## src/sv/dsf_pkg.sv

```systemverilog
`default_nettype none

package dsf_pkg;

  // Widths fixed by the interface.
  localparam int unsigned NumWidth    = 27;
  localparam int unsigned NumPlaces   = 8;
  localparam int unsigned DigitWidth  = 4;
  localparam int unsigned BcdWidth    = NumPlaces * DigitWidth;
  localparam int unsigned ByteWidth   = 8;
  localparam int unsigned BrightWidth = 3;
  localparam int unsigned CfgIdxWidth = 1;
  localparam int unsigned CfgDatWidth = 8;

  // One shift per input bit.
  localparam int unsigned ConvSteps   = NumWidth;
  localparam int unsigned ConvCntW    = $clog2(ConvSteps + 1);

  // Byte positions inside one frame.
  localparam int unsigned RunLen      = 19;
  localparam int unsigned PosW        = $clog2(RunLen);
  localparam logic [PosW-1:0] PosBright  = PosW'(0);
  localparam logic [PosW-1:0] PosAutoInc = PosW'(1);
  localparam logic [PosW-1:0] PosAddr    = PosW'(2);
  localparam logic [PosW-1:0] PosData0   = PosW'(3);
  localparam logic [PosW-1:0] PosLast    = PosW'(RunLen - 1);

  // Controller command bytes.
  localparam logic [ByteWidth-1:0] CmdBrightBase = 8'h88;
  localparam logic [ByteWidth-1:0] CmdAutoInc    = 8'h40;
  localparam logic [ByteWidth-1:0] CmdAddr0      = 8'hC0;
  localparam logic [ByteWidth-1:0] LedFirst      = 8'h80;
  localparam logic [ByteWidth-1:0] LedOff        = 8'h00;

  // Configuration register indexes.
  localparam logic [CfgIdxWidth-1:0] RegBrightness = 1'b0;
  localparam logic [CfgIdxWidth-1:0] RegBlankMask  = 1'b1;

  localparam logic [BrightWidth-1:0] BrightReset = 3'd2;
  localparam logic [NumPlaces-1:0]   MaskReset   = 8'h00;

  typedef enum logic [1:0] {
    StIdle,
    StConv,
    StSend
  } dsf_state_e;

  typedef struct packed {
    logic [BrightWidth-1:0] brightness;
    logic [NumPlaces-1:0]   blank_mask;
  } dsf_cfg_t;

  typedef struct packed {
    logic start;
  } dsf_start_t;

  typedef struct packed {
    logic busy;
  } dsf_stat_t;

  // Common-cathode segment patterns for the decimal digits.
  function automatic logic [ByteWidth-1:0] seg_pattern(input logic [DigitWidth-1:0] digit);
    logic [ByteWidth-1:0] pat;
    unique case (digit)
      4'd0:    pat = 8'h3F;
      4'd1:    pat = 8'h06;
      4'd2:    pat = 8'h5B;
      4'd3:    pat = 8'h4F;
      4'd4:    pat = 8'h66;
      4'd5:    pat = 8'h6D;
      4'd6:    pat = 8'h7D;
      4'd7:    pat = 8'h07;
      4'd8:    pat = 8'h7F;
      4'd9:    pat = 8'h6F;
      default: pat = 8'h00;
    endcase
    return pat;
  endfunction

endpackage

`default_nettype wire

```

## src/sv/decimal_seven_segment_frame_encoder_core.sv

```systemverilog
// Channel | Direction | Handshake                  | Payload
// in      | input     | in_valid_i / in_stall_o    | number_i[26:0]
// out     | output    | out_valid_o / out_stall_i  | out_byte_o[7:0], strobe_end_o, last_o
// cfg     | input     | cfg_we_i (no wait)         | cfg_idx_i[0], cfg_data_i[7:0]
//
// Each accepted number produces a frame of 19 bytes. An item is accepted,
// shifted through the binary to decimal shift register (one input bit per
// cycle), handed as digits to the frame sequencer, and then sent out as
// the frame's bytes. Stalls on the output hold the current byte. The block
// takes one item at a time, so in_stall_o stays high from acceptance until
// the last byte is taken.
// Reset brings the configuration to brightness 2 and no blanking.

`default_nettype none

module decimal_seven_segment_frame_encoder_core (
  input  wire logic                               clk_i,
  input  wire logic                               rst_ni,
  // Input channel.
  input  wire logic                               in_valid_i,
  output logic                                    in_stall_o,
  input  wire logic [dsf_pkg::NumWidth-1:0]       number_i,
  // Output channel.
  output logic                                    out_valid_o,
  input  wire logic                               out_stall_i,
  output logic [dsf_pkg::ByteWidth-1:0]           out_byte_o,
  output logic                                    strobe_end_o,
  output logic                                    last_o,
  // Configuration write port.
  input  wire logic                               cfg_we_i,
  input  wire logic [dsf_pkg::CfgIdxWidth-1:0]    cfg_idx_i,
  input  wire logic [dsf_pkg::CfgDatWidth-1:0]    cfg_data_i
);
  import dsf_pkg::*;

  dsf_state_e state_q, state_d;
  dsf_cfg_t   cfg_q;
  dsf_start_t conv_ctrl, seq_ctrl;
  dsf_stat_t  conv_stat, seq_stat;
  logic [BcdWidth-1:0] bcd;
  logic       in_accept;
  logic       out_done;

  // The two configuration registers. The user must write them only while idle; the block itself does not enforce it.
  always_ff @(posedge clk_i or negedge rst_ni) begin
    if (!rst_ni) begin
      cfg_q.brightness <= BrightReset;
      cfg_q.blank_mask <= MaskReset;
    end else if (cfg_we_i) begin
      unique case (cfg_idx_i)
        RegBrightness: cfg_q.brightness <= cfg_data_i[BrightWidth-1:0];
        RegBlankMask:  cfg_q.blank_mask <= cfg_data_i[NumPlaces-1:0];
        default:       cfg_q            <= cfg_q;
      endcase
    end
  end

  assign in_accept = in_valid_i && !in_stall_o;
  assign out_done  = out_valid_o && !out_stall_i && last_o;

  // Next-state logic: idle, converting, then sending the frame.
  always_comb begin
    state_d = state_q;
    unique case (state_q)
      StIdle: begin
        if (in_accept) state_d = StConv;
      end
      StConv: begin
        if (!conv_stat.busy) state_d = StSend;
      end
      StSend: begin
        if (out_done) state_d = StIdle;
      end
      default: state_d = StIdle;
    endcase
  end

  always_ff @(posedge clk_i or negedge rst_ni) begin
    if (!rst_ni) begin
      state_q <= StIdle;
    end else begin
      state_q <= state_d;
    end
  end

  // Output logic: the input stall and the start pulses for the converter and the frame sequencer.
  always_comb begin
    in_stall_o      = 1'b1;
    conv_ctrl.start = 1'b0;
    seq_ctrl.start  = 1'b0;
    unique case (state_q)
      StIdle: begin
        in_stall_o      = 1'b0;
        conv_ctrl.start = in_valid_i;
      end
      StConv: begin
        seq_ctrl.start = !conv_stat.busy;
      end
      StSend: begin
        seq_ctrl.start = 1'b0;
      end
      default: begin
        in_stall_o = 1'b1;
      end
    endcase
  end

  dsf_bcd_conv u_conv (
    .clk_i    (clk_i),
    .rst_ni   (rst_ni),
    .ctrl_i   (conv_ctrl),
    .number_i (number_i),
    .stat_o   (conv_stat),
    .bcd_o    (bcd)
  );

  // The digits stay in the converter's register while the frame goes out.
  dsf_frame_seq u_seq (
    .clk_i        (clk_i),
    .rst_ni       (rst_ni),
    .ctrl_i       (seq_ctrl),
    .cfg_i        (cfg_q),
    .bcd_i        (bcd),
    .out_stall_i  (out_stall_i),
    .out_valid_o  (out_valid_o),
    .out_byte_o   (out_byte_o),
    .strobe_end_o (strobe_end_o),
    .last_o       (last_o),
    .stat_o       (seq_stat)
  );

  // The sequencer is busy exactly while the frame is being sent.
  logic unused_seq_busy;
  assign unused_seq_busy = seq_stat.busy;

endmodule

`default_nettype wire

```

## src/sv/dsf_bcd_conv.sv

```systemverilog
`default_nettype none

// Shift-and-add-3 binary to BCD converter, one input bit per cycle.
module dsf_bcd_conv (
  input  wire logic                          clk_i,
  input  wire logic                          rst_ni,
  input  wire dsf_pkg::dsf_start_t           ctrl_i,
  input  wire logic [dsf_pkg::NumWidth-1:0]  number_i,
  output dsf_pkg::dsf_stat_t                 stat_o,
  output logic [dsf_pkg::BcdWidth-1:0]       bcd_o
);
  import dsf_pkg::*;

  logic [NumWidth-1:0] bin_q, bin_d;
  logic [BcdWidth-1:0] bcd_q, bcd_d;
  logic [ConvCntW-1:0] cnt_q, cnt_d;
  logic [BcdWidth-1:0] adj;

  // Each digit lane is corrected on its own before the shift.
  always_comb begin
    for (int i = 0; i < NumPlaces; i++) begin
      if (bcd_q[i*DigitWidth +: DigitWidth] >= DigitWidth'(5)) begin
        adj[i*DigitWidth +: DigitWidth] = bcd_q[i*DigitWidth +: DigitWidth] + DigitWidth'(3);
      end else begin
        adj[i*DigitWidth +: DigitWidth] = bcd_q[i*DigitWidth +: DigitWidth];
      end
    end
  end

  // The carry out of the top digit is dropped, which keeps the value modulo 10^8.
  always_comb begin
    bin_d = bin_q;
    bcd_d = bcd_q;
    cnt_d = cnt_q;
    if (ctrl_i.start) begin
      bin_d = number_i;
      bcd_d = '0;
      cnt_d = ConvCntW'(ConvSteps);
    end else if (cnt_q != '0) begin
      bin_d = {bin_q[NumWidth-2:0], 1'b0};
      bcd_d = {adj[BcdWidth-2:0], bin_q[NumWidth-1]};
      cnt_d = cnt_q - ConvCntW'(1);
    end
  end

  always_ff @(posedge clk_i or negedge rst_ni) begin
    if (!rst_ni) begin
      cnt_q <= '0;
    end else begin
      cnt_q <= cnt_d;
    end
  end

  always_ff @(posedge clk_i) begin
    bin_q <= bin_d;
    bcd_q <= bcd_d;
  end

  assign stat_o.busy = (cnt_q != '0);
  assign bcd_o       = bcd_q;

endmodule

`default_nettype wire

```

## src/sv/dsf_frame_seq.sv

```systemverilog
`default_nettype none

// Walks through the nineteen bytes of a frame, one per accepted result.
module dsf_frame_seq (
  input  wire logic                          clk_i,
  input  wire logic                          rst_ni,
  input  wire dsf_pkg::dsf_start_t           ctrl_i,
  input  wire dsf_pkg::dsf_cfg_t             cfg_i,
  input  wire logic [dsf_pkg::BcdWidth-1:0]  bcd_i,
  input  wire logic                          out_stall_i,
  output logic                               out_valid_o,
  output logic [dsf_pkg::ByteWidth-1:0]      out_byte_o,
  output logic                               strobe_end_o,
  output logic                               last_o,
  output dsf_pkg::dsf_stat_t                 stat_o
);
  import dsf_pkg::*;

  logic            valid_q, valid_d;
  logic [PosW-1:0] pos_q, pos_d;
  logic [3:0]      rel;
  logic [2:0]      seg_k;
  logic [ByteWidth-1:0] data_byte;
  logic            accept;

  assign accept = valid_q && !out_stall_i;

  always_comb begin
    valid_d = valid_q;
    pos_d   = pos_q;
    if (ctrl_i.start) begin
      valid_d = 1'b1;
      pos_d   = '0;
    end else if (accept) begin
      if (pos_q == PosLast) begin
        valid_d = 1'b0;
      end else begin
        pos_d = pos_q + PosW'(1);
      end
    end
  end

  always_ff @(posedge clk_i or negedge rst_ni) begin
    if (!rst_ni) begin
      valid_q <= 1'b0;
      pos_q   <= '0;
    end else begin
      valid_q <= valid_d;
      pos_q   <= pos_d;
    end
  end

  // After the address byte, even offsets carry segment rows and odd ones LED bytes.
  assign rel   = 4'(pos_q - PosData0);
  assign seg_k = rel[3:1];

  // Segment row k collects bit k of every place's pattern.
  always_comb begin
    logic [ByteWidth-1:0] pat;
    for (int i = 0; i < NumPlaces; i++) begin
      pat = seg_pattern(bcd_i[i*DigitWidth +: DigitWidth]);
      data_byte[i] = pat[seg_k] && !cfg_i.blank_mask[i];
    end
  end

  always_comb begin
    priority if (pos_q == PosBright) begin
      out_byte_o = CmdBrightBase + ByteWidth'(cfg_i.brightness);
    end else if (pos_q == PosAutoInc) begin
      out_byte_o = CmdAutoInc;
    end else if (pos_q == PosAddr) begin
      out_byte_o = CmdAddr0;
    end else if (!rel[0]) begin
      out_byte_o = data_byte;
    end else if (seg_k == 3'd0) begin
      out_byte_o = LedFirst;
    end else begin
      out_byte_o = LedOff;
    end
  end

  assign out_valid_o  = valid_q;
  assign last_o       = (pos_q == PosLast);
  assign strobe_end_o = (pos_q == PosBright) || (pos_q == PosAutoInc) || (pos_q == PosLast);
  assign stat_o.busy  = valid_q;

endmodule

`default_nettype wire

```

## config.mk

```make
export PLATFORM = sky130hd
export DESIGN_NAME = decimal_seven_segment_frame_encoder_core
export DESIGN_NICKNAME = d
export VERILOG_FILES = /design/src/sv/dsf_pkg.sv /design/src/sv/decimal_seven_segment_frame_encoder_core.sv /design/src/sv/dsf_bcd_conv.sv /design/src/sv/dsf_frame_seq.sv
export SDC_FILE = /design/constraint.sdc
export NUM_CORES = 1
export LEC_CHECK = 0
export BUFFER_PORTS_ARGS = -buffer_cell sky130_fd_sc_hd__buf_2
export CORE_ASPECT_RATIO = 0.9
export CORE_MARGIN = 1
export CORE_UTILIZATION = 54
export CTS_CLUSTER_SIZE = 12
export DETAILED_ROUTE_END_ITERATION = 7
export PLACE_DENSITY = 0.85
export REMOVE_ABC_BUFFERS = 1
export SYNTH_ARGS = -nofsm -noshare
export SYNTH_HDL_FRONTEND = slang
export SYNTH_HIERARCHICAL = 1
export SYNTH_SLANG_ARGS = --single-unit
```

## constraint.sdc

```tcl
create_clock -name clk_i -period 2.5 [get_ports clk_i]
set_input_delay 0.375 -clock clk_i [delete_from_list [all_inputs] [get_ports clk_i]]
set_output_delay 0.375 -clock clk_i [all_outputs]
set_load 0.005 [all_outputs]
```

# Word-level counts from Yosys, hierarchy flattened
# Memory sizes are Yosys's and may differ from the RTL's. A register that Yosys moved wholly into a read port is not among the register bits.
# Cells that the tools add are included.
# W data, S select, Z words.
# op_classes
magnitude_cmp	9
bitwise_logic	1
n_reduce_logical	35
div	0
eq_ne	9
shifts	0
add_sub_neg	12
multipliers	0
mux	62
# op_table
op	n
$mux W4	23
$mux W27	2
$mux W8	5
$ge A4 B3 Y1 const B	8
$add A4 B2 Y4 const B	7
$mux W5	5
$bmux W1 S3	8
$mux W1	14
$logic_and A1 B1 Y1	11
$logic_not A1 Y1	10
$add A8 B3 Y8 const A	1
$reduce_and A2 Y1	4
$mux W2	3
$ne A2 B2 Y1 const B	3
$pmux W2 S3	1
$reduce_bool A2 Y1	3
$add A5 B1 Y5 const B	1
$eq A5 B1 Y1 const B	1
$eq A5 B2 Y1 const B	1
$eq A5 B5 Y1 const B	1
$logic_not A5 Y1	1
$reduce_bool A5 Y1	1
$sub A5 B1 Y5 const B	1
$lt A3 B4 Y1 const B	1
other kinds (11)	12
# totals
ram_bits	0
rom_bits	896
mem_count	8
latch_bits	0
reg_bits	83
# mem_list
name	words	width	read_ports	rd_clocked_by_memory_dff	write_ports	line	source
(no name shown)	16	7	1	1	0	dsf_pkg.sv:64	unique case (digit)
(no name shown)	16	7	1	1	0	dsf_pkg.sv:64	
(no name shown)	16	7	1	1	0	dsf_pkg.sv:64	
(no name shown)	16	7	1	1	0	dsf_pkg.sv:64	
(no name shown)	16	7	1	1	0	dsf_pkg.sv:64	
(no name shown)	16	7	1	1	0	dsf_pkg.sv:64	
+2 memories	n/a	n/a	n/a	n/a	n/a	n/a	

# Logic depth before layout (Yosys ltp)
# depth
depth_word	8
mapped_depth	11
mapped_depth_nobuf	7

# Cells and area by module
# The synthesis kept the hierarchy.
# by_module_without_submodules
mod	seq_area_each_um2	area_per_inst_um2	cells_per_inst	n_inst
dsf_bcd_conv	1576.5	3438.3	344	1
dsf_frame_seq	150.1	2424.8	322	1
decimal_seven_segment_frame_encoder_core	326.6	518.0	35	1

# Least setup slack after synthesis
# Ideal clock, no wire load.
# synth_path
path_kind	register -> output
from	register u_seq.pos_q[0]
to	output port out_byte_o[5] (netlist bit)
path_stages_with_launch	9
arrival_time_ps	2083
n_path_buf	2
slack_ps	42
path_cell_list	dfrtp_1 > buf_2 > inv_1 > ha_1 > buf_2 > or3b_1 > o221ai_1 > a31oi_1 > a2111oi_2
# synth_between
elab_chain_len	8
elab_cells_between_ends	11
# synth_rtl
element	line	source
from (decl)	dsf_frame_seq.sv:20	logic [PosW-1:0] pos_q, pos_d;
from (signal assigned)	dsf_frame_seq.sv:49	pos_q <= pos_d;
$sub A4 B2 Y4	dsf_frame_seq.sv:54	assign rel = 4'(pos_q - PosData0);
$bmux W1 S3	dsf_frame_seq.sv:62	data_byte[i] = pat[seg_k] && !cfg_i.blank_mask[i];
$mux W1 (not written as such)	dsf_frame_seq.sv:62	
$logic_and A1 B1 Y1	dsf_frame_seq.sv:62	
$mux W8	dsf_frame_seq.sv:73	end else if (!rel[0]) begin
$mux W8	dsf_frame_seq.sv:71	end else if (pos_q == PosAddr) begin
$mux W8	dsf_frame_seq.sv:69	end else if (pos_q == PosAutoInc) begin
$mux W8 *	dsf_frame_seq.sv:67	priority if (pos_q == PosBright) begin
to (decl)	decimal_seven_segment_frame_encoder_core.sv:26	output logic [dsf_pkg::ByteWidth-1:0] out_byte_o,
# Every way passes the cells marked *; elsewhere a longest branch is shown, timed or not. The select of a mux whose other input is x is not followed.

# Worst setup path after layout
# layout_path
from	register u_seq.pos_q[0]
to	output port out_byte_o[1] (netlist bit)
# Same word-level chain as after synthesis.

==> flow_summary.yaml <==
worst_setup_path:
  r2r_end: "u_conv/bin_q[7]"
  rr_worst_depth: 6
  start_kind: "flip-flop"
  cp.required_ns: 2.12
  timing.rr.start: "u_conv/cnt_q[0]"
  critPathKind: "reg -> out"
  crit_path_end_kind: "output pin"
  r2r_slack_ns: 0.49
  path_max_fanout: 5
  critPathArrivalTime_ns: 2.40
pwr:
  intPower_mw: 6.73
  fin_total_pwr_mw: 12.3
  p_seq_share_pct: 23.1
  power_leakage_nw: 3.35
  ir_worst_vdd_uv: 793
  switchingPower_mw: 5.61
  p_sw_share_pct: 45.5
  power.density_nw_per_um2: 1580
  power_frac_comb_pct: 66.5
  clock_power_share_pct: 10.4
final_layout:
  final_nets: 894
  final_cells: 953
  utilization_pct: 67.9
  drive_gt1_share_pct: 28.7
  area_delta_synth_final_pct: 22.4
  diodes: 0
  fin_area_sq_um: 7800
drt:
  ant_nets: 0
  finalWirelength_mm: 16.9
  vias: 5850
  firstDrtPassIters: 5
  vias_per_cell: 6.14
  drc: 0
  avgRoutedWirePerCell_microns: 17.7
  drt-initial-drc-count: 614
clock_network:
  cts_max_path_buffers: 2
  holdBufCountCts: 0
  cts_root_buffer: "clkbuf_16"
  htreeDepth: 3
  cts.clk_slew.worst_paths_ns: 0.06
  cts_made_buffers: 9
  insertion_delay_ns: 0.35
  cts_sinks: 83
  cts_tree: "yes"
timing:
  whs_ns: 0.0354
  hold_viol_final: 0
  fmax_mhz: 361
  worst_pin_slew_ns: 0.623
  grt_setup_unrepaired: "yes"
  fin_crit_sh_pct: 111
  fin_ws_ns: -0.274
  setup_viol: 8
  finClkSkew_ns: 0.00717
  fin_tns_setup_ns: -1.72
  final-max-slew-violation-count: 0
  finalCriticalPeriod_ns: 2.77
  slew-limit-headroom_pct: 58.4
grt:
  antenna_found_initial: 0
  grt_overflow: 0
  grt_first_pass_wirelength_mm: 26.7
  track_usage_pct: 27.6
  grt_pass1_vias: 5812
  grt_max_degree: 43
placed_design:
  dpl-instance-area_sq_um: 6960
  dp_hpwl_mm: 10.8
  gp_congestion: 0.928
  pre_cts_ws_ns: -0.0611
  portBuffers: 52
  post-place-cells: 914
outcome:
  failed_checks: "setup timing"
  status: "finished, violations left"
synthesis:
  synth.avg_cell_area_sq_um: 9.11
  postSynthCellCount: 700
  netlist_area_sq_um: 6370
  yosysWarnings: 6
floorplanning:
  core_area_sq_um: 11500
  die_area_sq_um: 12200
  die_h_microns: 105
  start_util_pct: 55.5
  top_level_ports: 53
  row_count: 37
  die_x_microns: 117
min_path:
  min-delay-path-class: "in -> async"
job:
  maxCapViolCount: 0
## routing by layer
metal / track usage (%) / vias up / part of all wire [%]
met1: 32.8 / 2847 / 42
met5: 0 / - / 0
met2: 48.1 / 237 / 51
li1: - / 2711 / -
met4: 10.4 / 0 / 2.6
met3: 5.63 / 55 / 4.9
## layout make-up
class | count | area (sq um)
Timing Repair Buffer | 115 | 852
Sequential cell | 83 | 2060
Multi-Input combinational cell | 509 | 4130
Clock inverter | 7 | 57.6
Clock buffer | 9 | 225
Tap cell | 156 | 195
Fill cell | 859 | 3680
Inverter | 74 | 278
## worst max path at each step
stage / from / to / slack, ns / cells past startpoint
6_report: u_seq/pos_q[0] / out_byte_o[1] / -0.27 / 8
5_1_grt: u_seq/pos_q[0] / out_byte_o[5] / -0.33 / 10
4_1_cts: u_seq/pos_q[0] / out_byte_o[0] / -0.17 / 9
3_5_place_dp: u_seq/pos_q[0] / out_byte_o[1] / -0.06 / 9
3_3_place_gp: u_seq/pos_q[0] / out_byte_o[1] / 0.02 / 9
2_1_floorplan: state_q[0] / u_conv/bin_q[0] / -2.27 / 3
## power groups by stage
stage / clock, mW / combinational (mW) / sequential [mW]
floorplan: 0 / 4.33 / 2.71
global placement: 0 / 5.93 / 2.75
detailed placement: 0 / 6.29 / 2.80
CTS: 1.32 / 7.44 / 2.82
global route: 1.36 / 8.81 / 2.96
finish: 1.29 / 8.21 / 2.85
## state kept, by name, indices dropped and copies added, names as in the netlist
signal	cells
cfg_q	11
state_q	2
u_conv/bcd_o	32
u_conv/bin_q	27
u_conv/cnt_q	5
u_seq/out_valid_o	1
u_seq/pos_q	5
## worst max-delay path, stage by stage, from the launching register on
cell	delay (ns)
dfrtp_1	0.42
buf_6	0.15
buf_6	0.11
a21oi_4	0.29
xor2_4	0.30
buf_6	0.18
a21oi_4	0.04
o41ai_4	0.36
buf_2	0.19
## timing repair
item,CTS,global route
gates resized for setup,56,23
pin swaps,22,6
setup endpoints to repair,8,8
buffers inserted,20,1
hold endpoints to repair,0,0
cloned,1,1
## cell usage in the layout (no fill, tap or decap), drive strengths merged, types with 5 or more instances in the layout
cell type and n:
o21ai 38, mux2i 8, nand2 39, ha 61, o221ai 5, nand3 24, nor2 38, dfrtp 23
dfxtp 32, o2111ai 17, o211ai 17, nor2b 41, edfxtp 27, xnor2 7, o311ai 7, or3 35
a311oi 10, a21oi 29, buf 114, o31ai 8, nand2b 14, inv 77, nor3 5, o21a 12
clkbuf 10, mux2 40
No activity file was read; power rests on OpenSTA's default activity.
